$ cat src/rtl/mhfs_pkg.sv
package mhfs_pkg;

  localparam int MaxRes = 3;

  localparam logic [7:0] ChCr    = 8'h0D;
  localparam logic [7:0] ChLf    = 8'h0A;
  localparam logic [7:0] ChTab   = 8'h09;
  localparam logic [7:0] ChColon = 8'h3A;
  localparam logic [7:0] ChSpace = 8'h20;
  localparam logic [7:0] ChNul   = 8'h00;

  typedef enum logic [2:0] {
    K_NAME    = 3'd0,
    K_VALUE   = 3'd1,
    K_DONE    = 3'd2,
    K_DISCARD = 3'd3,
    K_DROPPED = 3'd4,
    K_ENDED   = 3'd5
  } kind_t;

  typedef enum logic [7:0] {
    PH_NAME     = 8'b0000_0001,
    PH_NAME_CR  = 8'b0000_0010,
    PH_COLON    = 8'b0000_0100,
    PH_COLON_CR = 8'b0000_1000,
    PH_VALUE    = 8'b0001_0000,
    PH_VALUE_CR = 8'b0010_0000,
    PH_CRLF     = 8'b0100_0000,
    PH_FOLD     = 8'b1000_0000
  } phase_t;

  // results produced by one request, slot 0 first
  typedef struct packed {
    logic [1:0]                    cnt;
    kind_t [MaxRes-1:0]            kind;
    logic  [MaxRes-1:0][7:0]       data;
  } bundle_t;

endpackage

$ cat src/rtl/mhfs_in_if.sv
interface mhfs_in_if;
  logic       valid;
  logic       ready;
  logic [7:0] text_byte;
  logic       end_of_text;

  modport source (output valid, output text_byte, output end_of_text, input ready);
  modport sink   (input valid, input text_byte, input end_of_text, output ready);
endinterface

$ cat src/rtl/mhfs_out_if.sv
interface mhfs_out_if;
  logic       valid;
  logic       ready;
  logic [2:0] result_kind;
  logic [7:0] out_byte;
  logic       last_of_run;

  modport source (output valid, output result_kind, output out_byte, output last_of_run,
                  input ready);
  modport sink   (input valid, input result_kind, input out_byte, input last_of_run,
                  output ready);
endinterface

$ cat src/rtl/mhfs_front.sv
module mhfs_front (
  input  logic             clk,
  input  logic             rst_n,
  input  logic             cfg_we,
  input  logic             cfg_wdata,
  input  logic             take,
  input  logic [7:0]       text_byte,
  input  logic             end_of_text,
  output logic             push,
  output mhfs_pkg::bundle_t bundle
);
  import mhfs_pkg::*;

  phase_t phase_r, phase_nxt;
  logic   has_r, has_nxt;
  logic   ml_r;

  function automatic bundle_t add(bundle_t bi, kind_t k, logic [7:0] d);
    bundle_t bo;
    bo = bi;
    bo.kind[bi.cnt] = k;
    bo.data[bi.cnt] = d;
    bo.cnt = bi.cnt + 2'd1;
    return bo;
  endfunction

  always_comb begin
    logic do_name;
    logic do_value;
    logic blank;
    bundle_t b;
    do_name   = 1'b0;
    do_value  = 1'b0;
    blank     = (text_byte == ChSpace) || (text_byte == ChTab);
    b         = '0;
    phase_nxt = phase_r;
    has_nxt   = has_r;
    if (end_of_text || (text_byte == ChNul)) begin
      case (phase_r)
        PH_NAME, PH_NAME_CR: if (has_r) b = add(b, K_DISCARD, ChNul);
        PH_COLON, PH_CRLF:   b = add(b, K_DONE, ChNul);
        default:             b = add(b, K_DROPPED, ChNul);
      endcase
      b         = add(b, K_ENDED, ChNul);
      phase_nxt = PH_NAME;
      has_nxt   = 1'b0;
    end else begin
      case (phase_r)
        PH_NAME: do_name = 1'b1;
        PH_NAME_CR: begin
          if (text_byte == ChLf) begin
            if (has_r) b = add(b, K_DISCARD, ChNul);
            has_nxt   = 1'b0;
            phase_nxt = PH_NAME;
          end else if (text_byte != ChCr) begin
            do_name = 1'b1;
          end
        end
        PH_COLON: begin
          if (text_byte == ChSpace)   phase_nxt = PH_VALUE;
          else if (text_byte == ChCr) phase_nxt = PH_COLON_CR;
          else                        do_value  = 1'b1;
        end
        PH_COLON_CR: begin
          if (text_byte == ChLf) phase_nxt = PH_CRLF;
          else                   do_value  = 1'b1;
        end
        PH_VALUE: do_value = 1'b1;
        PH_VALUE_CR: begin
          if (text_byte == ChLf)      phase_nxt = PH_CRLF;
          else if (text_byte != ChCr) do_value  = 1'b1;
        end
        PH_CRLF: begin
          if (blank) begin
            if (ml_r) begin
              b = add(b, K_VALUE, ChCr);
              b = add(b, K_VALUE, ChLf);
              b = add(b, K_VALUE, text_byte);
            end
            phase_nxt = PH_FOLD;
          end else begin
            b       = add(b, K_DONE, ChNul);
            has_nxt = 1'b0;
            do_name = 1'b1;
          end
        end
        PH_FOLD: begin
          if (blank) begin
            if (ml_r) b = add(b, K_VALUE, text_byte);
          end else begin
            do_value = 1'b1;
          end
        end
        default: phase_nxt = PH_NAME;
      endcase

      // a byte handed on to the name or value phase
      if (do_name) begin
        if (text_byte == ChCr) begin
          phase_nxt = PH_NAME_CR;
        end else if (text_byte == ChColon) begin
          phase_nxt = PH_COLON;
        end else begin
          b         = add(b, K_NAME, text_byte);
          has_nxt   = 1'b1;
          phase_nxt = PH_NAME;
        end
      end
      if (do_value) begin
        if (text_byte == ChCr) begin
          phase_nxt = PH_VALUE_CR;
        end else begin
          b         = add(b, K_VALUE, text_byte);
          phase_nxt = PH_VALUE;
        end
      end
    end
    bundle = b;
  end

  assign push = take && (bundle.cnt != 2'd0);

  always_ff @(posedge clk) begin
    if (!rst_n) begin
      phase_r <= PH_NAME;
      has_r   <= 1'b0;
      ml_r    <= 1'b0;
    end else begin
      if (cfg_we) ml_r <= cfg_wdata;
      if (take) begin
        phase_r <= phase_nxt;
        has_r   <= has_nxt;
      end
    end
  end

endmodule

$ cat src/rtl/mhfs_queue.sv
module mhfs_queue #(
  parameter int QDEPTH = 4
) (
  input  logic              clk,
  input  logic              rst_n,
  input  logic              push,
  input  mhfs_pkg::bundle_t wr_data,
  input  logic              pop,
  output mhfs_pkg::bundle_t head,
  output logic              not_empty,
  output logic              full
);
  import mhfs_pkg::*;

  localparam int AW = (QDEPTH > 1) ? $clog2(QDEPTH) : 1;

  bundle_t       q_r [QDEPTH];
  logic [AW-1:0] wr_ptr_r, rd_ptr_r;
  logic [AW:0]   cnt_r;

  function automatic logic [AW-1:0] bump(logic [AW-1:0] p);
    return (p == AW'(QDEPTH - 1)) ? '0 : p + 1'b1;
  endfunction

  assign head      = q_r[rd_ptr_r];
  assign not_empty = (cnt_r != '0);
  assign full      = (cnt_r == (AW+1)'(QDEPTH));

  always_ff @(posedge clk) begin
    if (push) q_r[wr_ptr_r] <= wr_data;
  end

  always_ff @(posedge clk) begin
    if (!rst_n) begin
      wr_ptr_r <= '0;
      rd_ptr_r <= '0;
      cnt_r    <= '0;
    end else begin
      if (push) wr_ptr_r <= bump(wr_ptr_r);
      if (pop)  rd_ptr_r <= bump(rd_ptr_r);
      case ({push, pop})
        2'b10:   cnt_r <= cnt_r + 1'b1;
        2'b01:   cnt_r <= cnt_r - 1'b1;
        default: cnt_r <= cnt_r;
      endcase
    end
  end

endmodule

$ cat src/rtl/mhfs_back.sv
module mhfs_back (
  input  logic              clk,
  input  logic              rst_n,
  input  mhfs_pkg::bundle_t head,
  input  logic              head_valid,
  output logic              pop,
  output logic              out_valid,
  input  logic              out_ready,
  output logic [2:0]        result_kind,
  output logic [7:0]        out_byte,
  output logic              last_of_run
);
  import mhfs_pkg::*;

  logic       valid_r;
  kind_t      kind_r;
  logic [7:0] byte_r;
  logic       last_r;
  logic [1:0] idx_r;
  logic       load, at_last;

  assign load    = head_valid && (!valid_r || out_ready);
  assign at_last = (idx_r == (head.cnt - 2'd1));
  assign pop     = load && at_last;

  always_ff @(posedge clk) begin
    if (!rst_n) begin
      valid_r <= 1'b0;
      idx_r   <= '0;
    end else begin
      if (load)           valid_r <= 1'b1;
      else if (out_ready) valid_r <= 1'b0;
      if (load) idx_r <= at_last ? 2'd0 : idx_r + 2'd1;
    end
  end

  always_ff @(posedge clk) begin
    if (load) begin
      kind_r <= head.kind[idx_r];
      byte_r <= head.data[idx_r];
      last_r <= at_last;
    end
  end

  assign out_valid   = valid_r;
  assign result_kind = kind_r;
  assign out_byte    = byte_r;
  assign last_of_run = last_r;

endmodule

$ cat src/rtl/mail_header_field_splitter.sv
// Mail header field splitter.
// in_if carries one byte of header text per request (text_byte, end_of_text);
// a zero byte or end_of_text closes the text. out_if carries results one per
// request: result_kind, out_byte and last_of_run on the final result of an
// input byte. Name bytes, value bytes, field complete, discard name, value
// dropped and text ended are the result kinds. Bytes that cause no result
// (CR, the space after a colon, folding blanks without multiline_ok) produce no output request.
// cfg_we/cfg_wdata write multiline_ok; the user must do so only while the block
// is idle, which the block itself leaves unchecked. Throughput: one input byte per
// cycle while the queue has room; results leave at one per cycle while the
// receiver is ready, so a byte that makes two or three results (fold with
// multiline_ok, end of text) is soaked up by the QDEPTH-entry result queue. The
// parser is combinational and writes the queue; the output register follows it.
// in_if.ready drops only when the queue is full; a stalled receiver fills the
// queue and then back-pressures the input. The output register holds its
// result until taken.
// Reset (synchronous, rst_n low): parser to name phase, multiline_ok to 0,
// queue and output register empty.
module mail_header_field_splitter #(
  parameter int QDEPTH = 4
) (
  input  logic       clk,
  input  logic       rst_n,
  input  logic       cfg_we,
  input  logic       cfg_wdata,
  mhfs_in_if.sink    in_if,
  mhfs_out_if.source out_if
);
  import mhfs_pkg::*;

  bundle_t bundle, head;
  logic    push, pop, q_full, q_not_empty, take;

  // byte accepted whenever the queue has a free slot
  assign in_if.ready = !q_full;
  assign take        = in_if.valid && !q_full;

  mhfs_front u_front (
    .clk         (clk),
    .rst_n       (rst_n),
    .cfg_we      (cfg_we),
    .cfg_wdata   (cfg_wdata),
    .take        (take),
    .text_byte   (in_if.text_byte),
    .end_of_text (in_if.end_of_text),
    .push        (push),
    .bundle      (bundle)
  );

  mhfs_queue #(.QDEPTH(QDEPTH)) u_queue (
    .clk       (clk),
    .rst_n     (rst_n),
    .push      (push),
    .wr_data   (bundle),
    .pop       (pop),
    .head      (head),
    .not_empty (q_not_empty),
    .full      (q_full)
  );

  // serializes each queued bundle onto the output, one result a cycle while out_if is ready
  mhfs_back u_back (
    .clk         (clk),
    .rst_n       (rst_n),
    .head        (head),
    .head_valid  (q_not_empty),
    .pop         (pop),
    .out_valid   (out_if.valid),
    .out_ready   (out_if.ready),
    .result_kind (out_if.result_kind),
    .out_byte    (out_if.out_byte),
    .last_of_run (out_if.last_of_run)
  );

endmodule
$ cat src/flat_wrapper.sv
// flat-port wrapper written by rule: the top's interface ports become plain ports
module mail_header_field_splitter_flat import mhfs_pkg::*;
#(
  parameter int QDEPTH = 4
)
  (clk, rst_n, cfg_we, cfg_wdata, in_if_valid, in_if_text_byte, in_if_end_of_text, in_if_ready, out_if_valid, out_if_result_kind, out_if_out_byte, out_if_last_of_run, out_if_ready);
  mhfs_in_if in_if_i ();
  mhfs_out_if out_if_i ();
  input  logic clk;
  input  logic rst_n;
  input  logic cfg_we;
  input  logic cfg_wdata;
  input wire logic [$bits(in_if_i.valid)-1:0] in_if_valid;
  input wire logic [$bits(in_if_i.text_byte)-1:0] in_if_text_byte;
  input wire logic [$bits(in_if_i.end_of_text)-1:0] in_if_end_of_text;
  output wire logic [$bits(in_if_i.ready)-1:0] in_if_ready;
  output wire logic [$bits(out_if_i.valid)-1:0] out_if_valid;
  output wire logic [$bits(out_if_i.result_kind)-1:0] out_if_result_kind;
  output wire logic [$bits(out_if_i.out_byte)-1:0] out_if_out_byte;
  output wire logic [$bits(out_if_i.last_of_run)-1:0] out_if_last_of_run;
  input wire logic [$bits(out_if_i.ready)-1:0] out_if_ready;
  assign in_if_i.valid = in_if_valid;
  assign in_if_i.text_byte = in_if_text_byte;
  assign in_if_i.end_of_text = in_if_end_of_text;
  assign in_if_ready = in_if_i.ready;
  assign out_if_valid = out_if_i.valid;
  assign out_if_result_kind = out_if_i.result_kind;
  assign out_if_out_byte = out_if_i.out_byte;
  assign out_if_last_of_run = out_if_i.last_of_run;
  assign out_if_i.ready = out_if_ready;
  mail_header_field_splitter #(.QDEPTH(QDEPTH)) u_core (.clk(clk), .rst_n(rst_n), .cfg_we(cfg_we), .cfg_wdata(cfg_wdata), .in_if(in_if_i), .out_if(out_if_i));
endmodule
$ cat config.mk
export PLATFORM = sky130hd
export DESIGN_NAME = mail_header_field_splitter_flat
export DESIGN_NICKNAME = d
export VERILOG_FILES = /design/src/rtl/mhfs_pkg.sv /design/src/rtl/mhfs_in_if.sv /design/src/rtl/mhfs_out_if.sv /design/src/rtl/mhfs_front.sv /design/src/rtl/mhfs_queue.sv /design/src/rtl/mhfs_back.sv /design/src/rtl/mail_header_field_splitter.sv /design/src/flat_wrapper.sv
export SDC_FILE = /design/constraint.sdc
export NUM_CORES = 1
export LEC_CHECK = 0
export BUFFER_PORTS_ARGS = -buffer_cell sky130_fd_sc_hd__buf_4
export CAP_MARGIN = 20
export CORE_MARGIN = 8
export CORE_UTILIZATION = 61
export DETAILED_ROUTE_END_ITERATION = 12
export GPL_TIMING_DRIVEN = 0
export PLACE_DENSITY = 0.79
export RECOVER_POWER = 100
export SYNTH_ARGS = -nofsm -noshare
export SYNTH_HDL_FRONTEND = slang
export SYNTH_SLANG_ARGS = --single-unit
$ cat constraint.sdc
create_clock -name clk -period 7.3 [get_ports clk]
set_clock_uncertainty 0.05 [all_clocks]
set_input_delay 0.73 -clock clk [delete_from_list [all_inputs] [get_ports clk]]
set_output_delay 0.73 -clock clk [all_outputs]
set_load 0.1 [all_outputs]
==> results.yml, run 1 <==
clocking:
  cts_resized: 0
  cts.path.max_buffers: 2
  clock-sinks: 162
  postCtsSetupBuffers: 0
  clk_pin_slew_ns: 0.07
  cts_tree: "yes"
  insertion_delay_ns: 0.42
  cts-root-buf: "clkbuf_16"
  hold_buffers: 0
  h-tree-depth: 4
  cts_buffers: 17
grt:
  grt_pass1_vias: 4307
  grtUsageTotal_pct: 20.99
  grt_overflow: 0
  grt_antenna_before_repair: 0
  grt_pass1_wl_um: 23760
  grt_max_degree: 33
worst_setup_path:
  path_max_fanout: 32
  r2r_slack_ns: 2.36
  reg2reg_from: "u_core.u_front.phase_r[3]"
  cpPeakStageDelay_ns: 1.90
  worstSetupEndpointType: "flop"
  cpLargestDelayFamily: "simple AND/OR/NAND/NOR gates"
  start_kind: "input pin"
  cp.arrival_ns: 4.99
  path_cells: "clkbuf_1, nor4bb_1, and2_0, nand4_1, o21a_1, inv_1, ha_1, inv_1, a21o_1, o41a_1, and2_0"
  ff2ff_path_depth: 7
  crit_path_top_delay_cell: "and2_0"
  cp.required_ns: 7.23
  cp.buffers_inverters: 3
  crit_type: "input pin to flop"
  r2r_end: "u_core.u_queue.q_r[0][2]"
power:
  p_total_w: 0.002946
  power_frac_comb_pct: 29.3
  power_frac_seq_pct: 41.4
  p_sw_w: 0.001050
  switching_share_pct: 35.64
  internal_power_w: 0.001896
  peakVddDrop_v: 0.0003003
  p_leak_nw: 2.783
  clockPowerShare_pct: 29.3
  power_per_cell_area_nw_per_um2: 368.1
logic_synthesis:
  async_reset_ff_share_pct: 0
  synth_edf_count: 140
  syn_area_per_cell_um2: 15.05
  yosysWarnings: 0
  yosysSeqAreaShare_pct: 65.24
  synth_top_flop_cell: "edfxtp_1"
  syn-instance-count: 473
  synth_fp_nets: 502
  synth.ff_latch_count: 162
  yosysUniqueCellTypes: 59
  synth_area_um2: 7119
timing:
  finalCritPeriodShare_pct: 69.19
  fin_crit_ns: 5.051
  totalNegativeSetupSlack_ns: 0
  tightest_slew_ns: 2.527
  relSlewSlack_pct: -68.55
  setup_viol: 0
  slew_violations: 150
  rsz0062_at_grt: "no"
  hold_violations: 0
  worst_slack_ns: 2.249
  fmax_ghz: 0.1980
placement:
  place_ws_ns: 2.795
  io_buffers: 25
  routabilityCongestion: 0.8734
  hpwlAfterDp_um: 9463
  placed_cell_area_um2: 7500
die:
  coreArea_um2: 11420
  die_w_um: 124.0
  io_pins: 29
  rows: 39
  initial_core_util_pct: 62.35
  die-area_um2: 15380
  die_h_um: 124.0
hold_path:
  worstHoldEndpoint: "u_core.u_queue.wr_ptr_r[1]"
  worstHoldPathType: "flop to flop"
  worstHoldStart: "u_core.u_queue.wr_ptr_r[1]"
  min_path_cells: 2
job:
  drv_cap: 5
routing:
  totalWireLength_um: 15320
  drt-initial-drc-count: 419
  final_antenna_net_count: 0
  drc: 0
  wl_per_cell_um: 22.73
  routed_via_density: 6.439
  vias: 4340
  firstDrtPassIters: 5
run_status:
  status: "finished with violations"
  violations: "capacitance limit, slew limit"
layout:
  fin_area_um2: 8003
  drive_gt1_share_pct: 15.25
  syn_to_final_growth_pct: 12.41
  final_util_pct: 70.09
  final_common_cell: "edfxtp_1"
  antennaDiodeCount: 0
  final_cell_mix: "edfxtp_1, nor2_1, mux4_2"
  nets: 547
worst max path at each step:
stage	end	cells past startpoint	startpoint	slack, ns
after floorplan	u_core.u_queue.cnt_r[2]	16	in_if_text_byte[0]	3.35
after detailed placement	u_core.u_queue.q_r[1][3]	14	in_if_text_byte[0]	2.79
after CTS	u_core.u_queue.q_r[0][3]	14	in_if_text_byte[0]	3.23
final	u_core.u_queue.q_r[0][2]	11	in_if_text_byte[0]	2.25
after global placement	u_core.u_queue.q_r[3][18]	11	in_if_text_byte[0]	2.48
after global routing	u_core.u_queue.q_r[2][30]	11	in_if_text_byte[0]	1.90
layout make-up:
cell class	instances	area, um^2
fillers	795	3416
inverters	23	86.33
repair buffers	26	138.9
clock inverters	14	147.6
multi-input cells	268	2300
clock buffers	18	429.2
well taps	143	178.9
flip-flops and latches	162	4644
plain buffers	20	77.57
state kept, by name, indices dropped and copies added, names as in the netlist, 2 cells and up, named ones only:
| register | flops |
|---|---|
| u_core.u_queue.q_r | 128 |
| u_core.u_back.idx_r | 2 |
| u_core.u_front.phase_r | 8 |
| u_core.u_back.out_byte | 8 |
| u_core.u_back.result_kind | 3 |
| u_core.u_queue.wr_ptr_r | 2 |
| u_core.u_queue.cnt_r | 3 |
| u_core.u_queue.rd_ptr_r | 2 |
routing by layer:
layer  up-vias  wire length (um)  track usage, %
met5         -                 0               0
met1      2197              6506           27.56
li1       1931                 -               -
met3        30               936           5.213
met2       182              7553           33.51
met4         0               323           7.658
metrics by stage:
| step | std cells | hold WS, ns |
|---|---|---|
| 6_report | 674 | 0.4571 |
| 5_1_grt | 674 | 0.4815 |
| 4_1_cts | 674 | 0.4653 |
| 3_5_place_dp | 642 | 0.4555 |
| 3_3_place_gp | 641 | 0.4150 |
| 2_1_floorplan | 473 | 0.4177 |
cell usage after synthesis, drive strengths merged (10+ instances only):
master    n  share of area, %
edfxtp  140                59
a21oi    12               1.0
nor2     33               1.7
dfxtp    22               6.2
inv      23               1.2
o21ai    11              0.77
ha       13               2.3
o22ai    10              0.88
mux4     32                10
clkbuf   12              0.65
nand2    28               1.5
nand3    16               1.1
mux2i    15               2.1
power groups by stage:
| stage | clock network, W | registers, W | logic, W |
|---|---|---|---|
| 6_report | 0.000864 | 0.00122 | 0.000862 |
| 5_1_grt | 0.000910 | 0.00123 | 0.000910 |
| 4_1_cts | 0.000874 | 0.00122 | 0.000901 |
| 3_5_place_dp | 0 | 0.00123 | 0.000893 |
| 3_3_place_gp | 0 | 0.00123 | 0.000870 |
| 2_1_floorplan | 0 | 0.00150 | 0.000412 |
cells by family (layout without fill, tap and decap cells):
| group | after synthesis | in the layout | share of synthesized area [%] |
|---|---|---|---|
| adders and majority gates | 14 | 14 | 2.566 |
| buffers and inverters | 43 | 101 | 2.302 |
| muxes | 47 | 47 | 12.23 |
| DFF | 162 | 162 | 65.24 |
| AOI/OAI and AO/OA | 67 | 67 | 6.696 |
| xor gates and xnor gates | 6 | 6 | 0.7381 |
| and+or+nand+nor | 134 | 134 | 10.23 |
worst min-delay path, stage by stage (launching register included):
cell and delay [ns]:
dfxtp_1 0.34, nand2_1 0.07, mux2i_1 0.06
No activity file was read; power rests on OpenSTA's default activity.
==> inputs of run 2 (changes only) <==
--- a/config.mk
+++ b/config.mk
@@ -5,6 +5,7 @@
 export SDC_FILE = /design/constraint.sdc
 export NUM_CORES = 1
 export LEC_CHECK = 0
+export ABC_AREA = 1
 export BUFFER_PORTS_ARGS = -buffer_cell sky130_fd_sc_hd__buf_4
 export CAP_MARGIN = 20
 export CORE_MARGIN = 8
==> constraint.sdc (replaced) <==
create_clock -name clk -period 5 [get_ports clk]
set_clock_uncertainty 0.05 [all_clocks]
set_input_delay 0.5 -clock clk [delete_from_list [all_inputs] [get_ports clk]]
set_output_delay 0.5 -clock clk [all_outputs]
set_load 0.1 [all_outputs]
==> results.yml, run 2 <==
grt:
  grt_max_degree: 27
  grt_overflow: 0
  grtUsageTotal_pct: 22.43
  grt_pass1_vias: 5458
  grt_antenna_before_repair: 0
  grt_pass1_wl_um: 27590
logic_synthesis:
  synth.ff_latch_count: 162
  yosysWarnings: 0
  synth_top_family_by_area: "simple AND/OR/NAND/NOR gates"
  yosys.area_share.simple_pct: 19.94
  syn_area_per_cell_um2: 10.47
  yosysUniqueCellTypes: 46
  ys_top_cells_by_count: "edfxtp_1, nor2_1, nand2_1, o21ai_0, inv_1"
  synth_fa_ha_area_share_pct: 2.430
  synth.largest_area_cell: "edfxtp_1"
  yosysMostFrequentCell: "edfxtp_1"
  synth_top_flop_cell: "edfxtp_1"
  synth_fp_nets: 747
  synth_xor_area_share_pct: 0.1165
  synthMuxAreaShare_pct: 0
  synth_area_um2: 7517
  synth_compound_area_share_pct: 10.87
  syn-instance-count: 718
  yosysSeqAreaShare_pct: 61.78
  synth_edf_count: 140
  synth_top_area_share_pct: 55.93
  synthTopCellsByArea: "edfxtp_1, dfxtp_1, nor2_1"
  async_reset_ff_share_pct: 0
die:
  rows: 40
  io_pins: 29
  die_w_um: 127.0
  die_h_um: 127.0
  initial_core_util_pct: 62.58
  die-area_um2: 16130
  coreArea_um2: 12010
timing:
  relSlewSlack_pct: 19.84
  setup_viol: 0
  rsz0062_at_grt: "no"
  fmax_ghz: 0.2226
  slew_violations: 0
  tightest_slew_ns: 1.208
  fin_hold_ws_ns: 0.2475
  finalCritPeriodShare_pct: 89.83
  fin_crit_ns: 4.491
  hold_violations: 0
  totalNegativeSetupSlack_ns: 0
job:
  drv_cap: 0
layout:
  final_cells: 930
  fin_area_um2: 8512
  final_cell_mix: "edfxtp_1, nor2_1, nand2_1"
  final_common_cell: "edfxtp_1"
  fillers: 857
  regMostFlops: "u_core.u_queue.q_r"
  syn_to_final_growth_pct: 13.23
  drive_gt1_share_pct: 13.67
  antennaDiodeCount: 0
  largest_reg_flops: 128
  nets: 799
power:
  power_per_cell_area_nw_per_um2: 588.1
  peakVddDrop_v: 0.0003798
  p_leak_nw: 3.111
  p_total_w: 0.005005
clocking:
  cts-root-buf: "clkbuf_16"
  postCtsSetupBuffers: 0
  cts_tree: "yes"
  clock-sinks: 162
  clk_pin_slew_ns: 0.06
  cts_buffers: 17
  insertion_delay_ns: 0.43
  hold_buffers: 0
  cts.path.max_buffers: 2
  cts_resized: 0
  h-tree-depth: 4
placement:
  placed_cell_area_um2: 8054
  hpwlAfterDp_um: 11840
  placed_cells: 898
  io_buffers: 28
  routabilityCongestion: 0.9179
worst_setup_path:
  cpPeakStageDelay_ns: 0.75
  cpLargestDelayFamily: "simple AND/OR/NAND/NOR gates"
  worstSetupEndpointType: "flop"
  cp.required_ns: 5.07
  cp.buffers_inverters: 4
  path_max_fanout: 25
  cp.arrival_ns: 4.56
  crit_type: "flop to flop"
  path_cells: "nor2_1, nand2_4, nor2_4, nand2_1, nor2_4, inv_2, ha_1, inv_1, nand2_1, nor2_1, nand2_1, nand2_2, inv_1, ha_1, or2_2, nor2_1, nor2_2, nand4_2, nand2_2, nor2_1, buf_12"
  start_kind: "flop"
  crit_path_top_delay_cell: "nor2_1"
  path_common_cell: "nor2_1"
routing:
  routed_via_density: 5.990
  drc: 0
  totalWireLength_um: 17510
  wl_per_cell_um: 18.83
  vias: 5571
  drt-initial-drc-count: 692
  final_antenna_net_count: 0
  firstDrtPassIters: 5
run_status:
  status: "completed"
hold_path:
  worstHoldPathType: "input pin to flop"
[run 2: final timing paths]
kind                                   start                         end  cells after the start  slack, ns
setup / recovery   u_core.u_front.phase_r[3]   u_core.u_queue.q_r[2][14]                     21       0.51
hold / removal                     cfg_wdata         u_core.u_front.ml_r                      3       0.25
setup reg to reg   u_core.u_front.phase_r[3]   u_core.u_queue.q_r[2][14]                     21       0.51
hold reg to reg   u_core.u_queue.rd_ptr_r[1]  u_core.u_queue.rd_ptr_r[1]                      2       0.45
[run 2: layout make-up]
cell class                      count  area [um^2]  share of cell area [%]
Sequential cell                   162         4644                   54.56
Clock buffer                       20        436.7                   5.130
Inverter                           63        239.0                   2.808
Buffer                             26        113.9                   1.338
Clock inverter                     12        205.2                   2.411
Tap cell                          147        183.9                   2.161
Timing Repair Buffer               33        252.7                   2.969
Multi-Input combinational cell    467         2436                   28.62
[run 2: stage by stage]
| stage | util (%) | setup slack (ns) |
|---|---|---|
| 3_3_place_gp | 65.86 | -1.016 |
| 3_5_place_dp | 67.05 | 0.4416 |
| 5_1_grt | 70.86 | 0.1709 |
| 6_report | 70.86 | 0.5085 |
| 2_1_floorplan | - | 0.4228 |
| 4_1_cts | 72.40 | 0.5955 |
[run 2: report_power, final]
part	total, W	internal, W	switching [W]
registers	0.00188	0.00180	0.0000781
logic	0.00172	0.000385	0.00134
clock network	0.00141	0.000890	0.000516
[run 2: metal layers]
metal	wire length, um	part of all wire (%)	global-route usage (%)	up-vias
met5	0	0	0	-
met2	8608	49	38.02	295
li1	-	-	-	2604
met3	1640	9.4	5.033	32
met4	326	1.9	9.517	0
met1	6938	40	27.12	2640
[run 2: worst min-delay path: stages]
cell     delay, ns
buf_4         0.08
a21oi_1       0.05
nor2_1        0.07
[run 2: logic make-up (layout without fill, tap and decap cells)]
group,after synthesis,after routing
and+or+nand+nor,303,303
DFF,162,162
AOI/OAI and AO/OA,149,149
buffers and inverters,89,154
adders and majority gates,14,14
xor gates and xnor gates,1,1
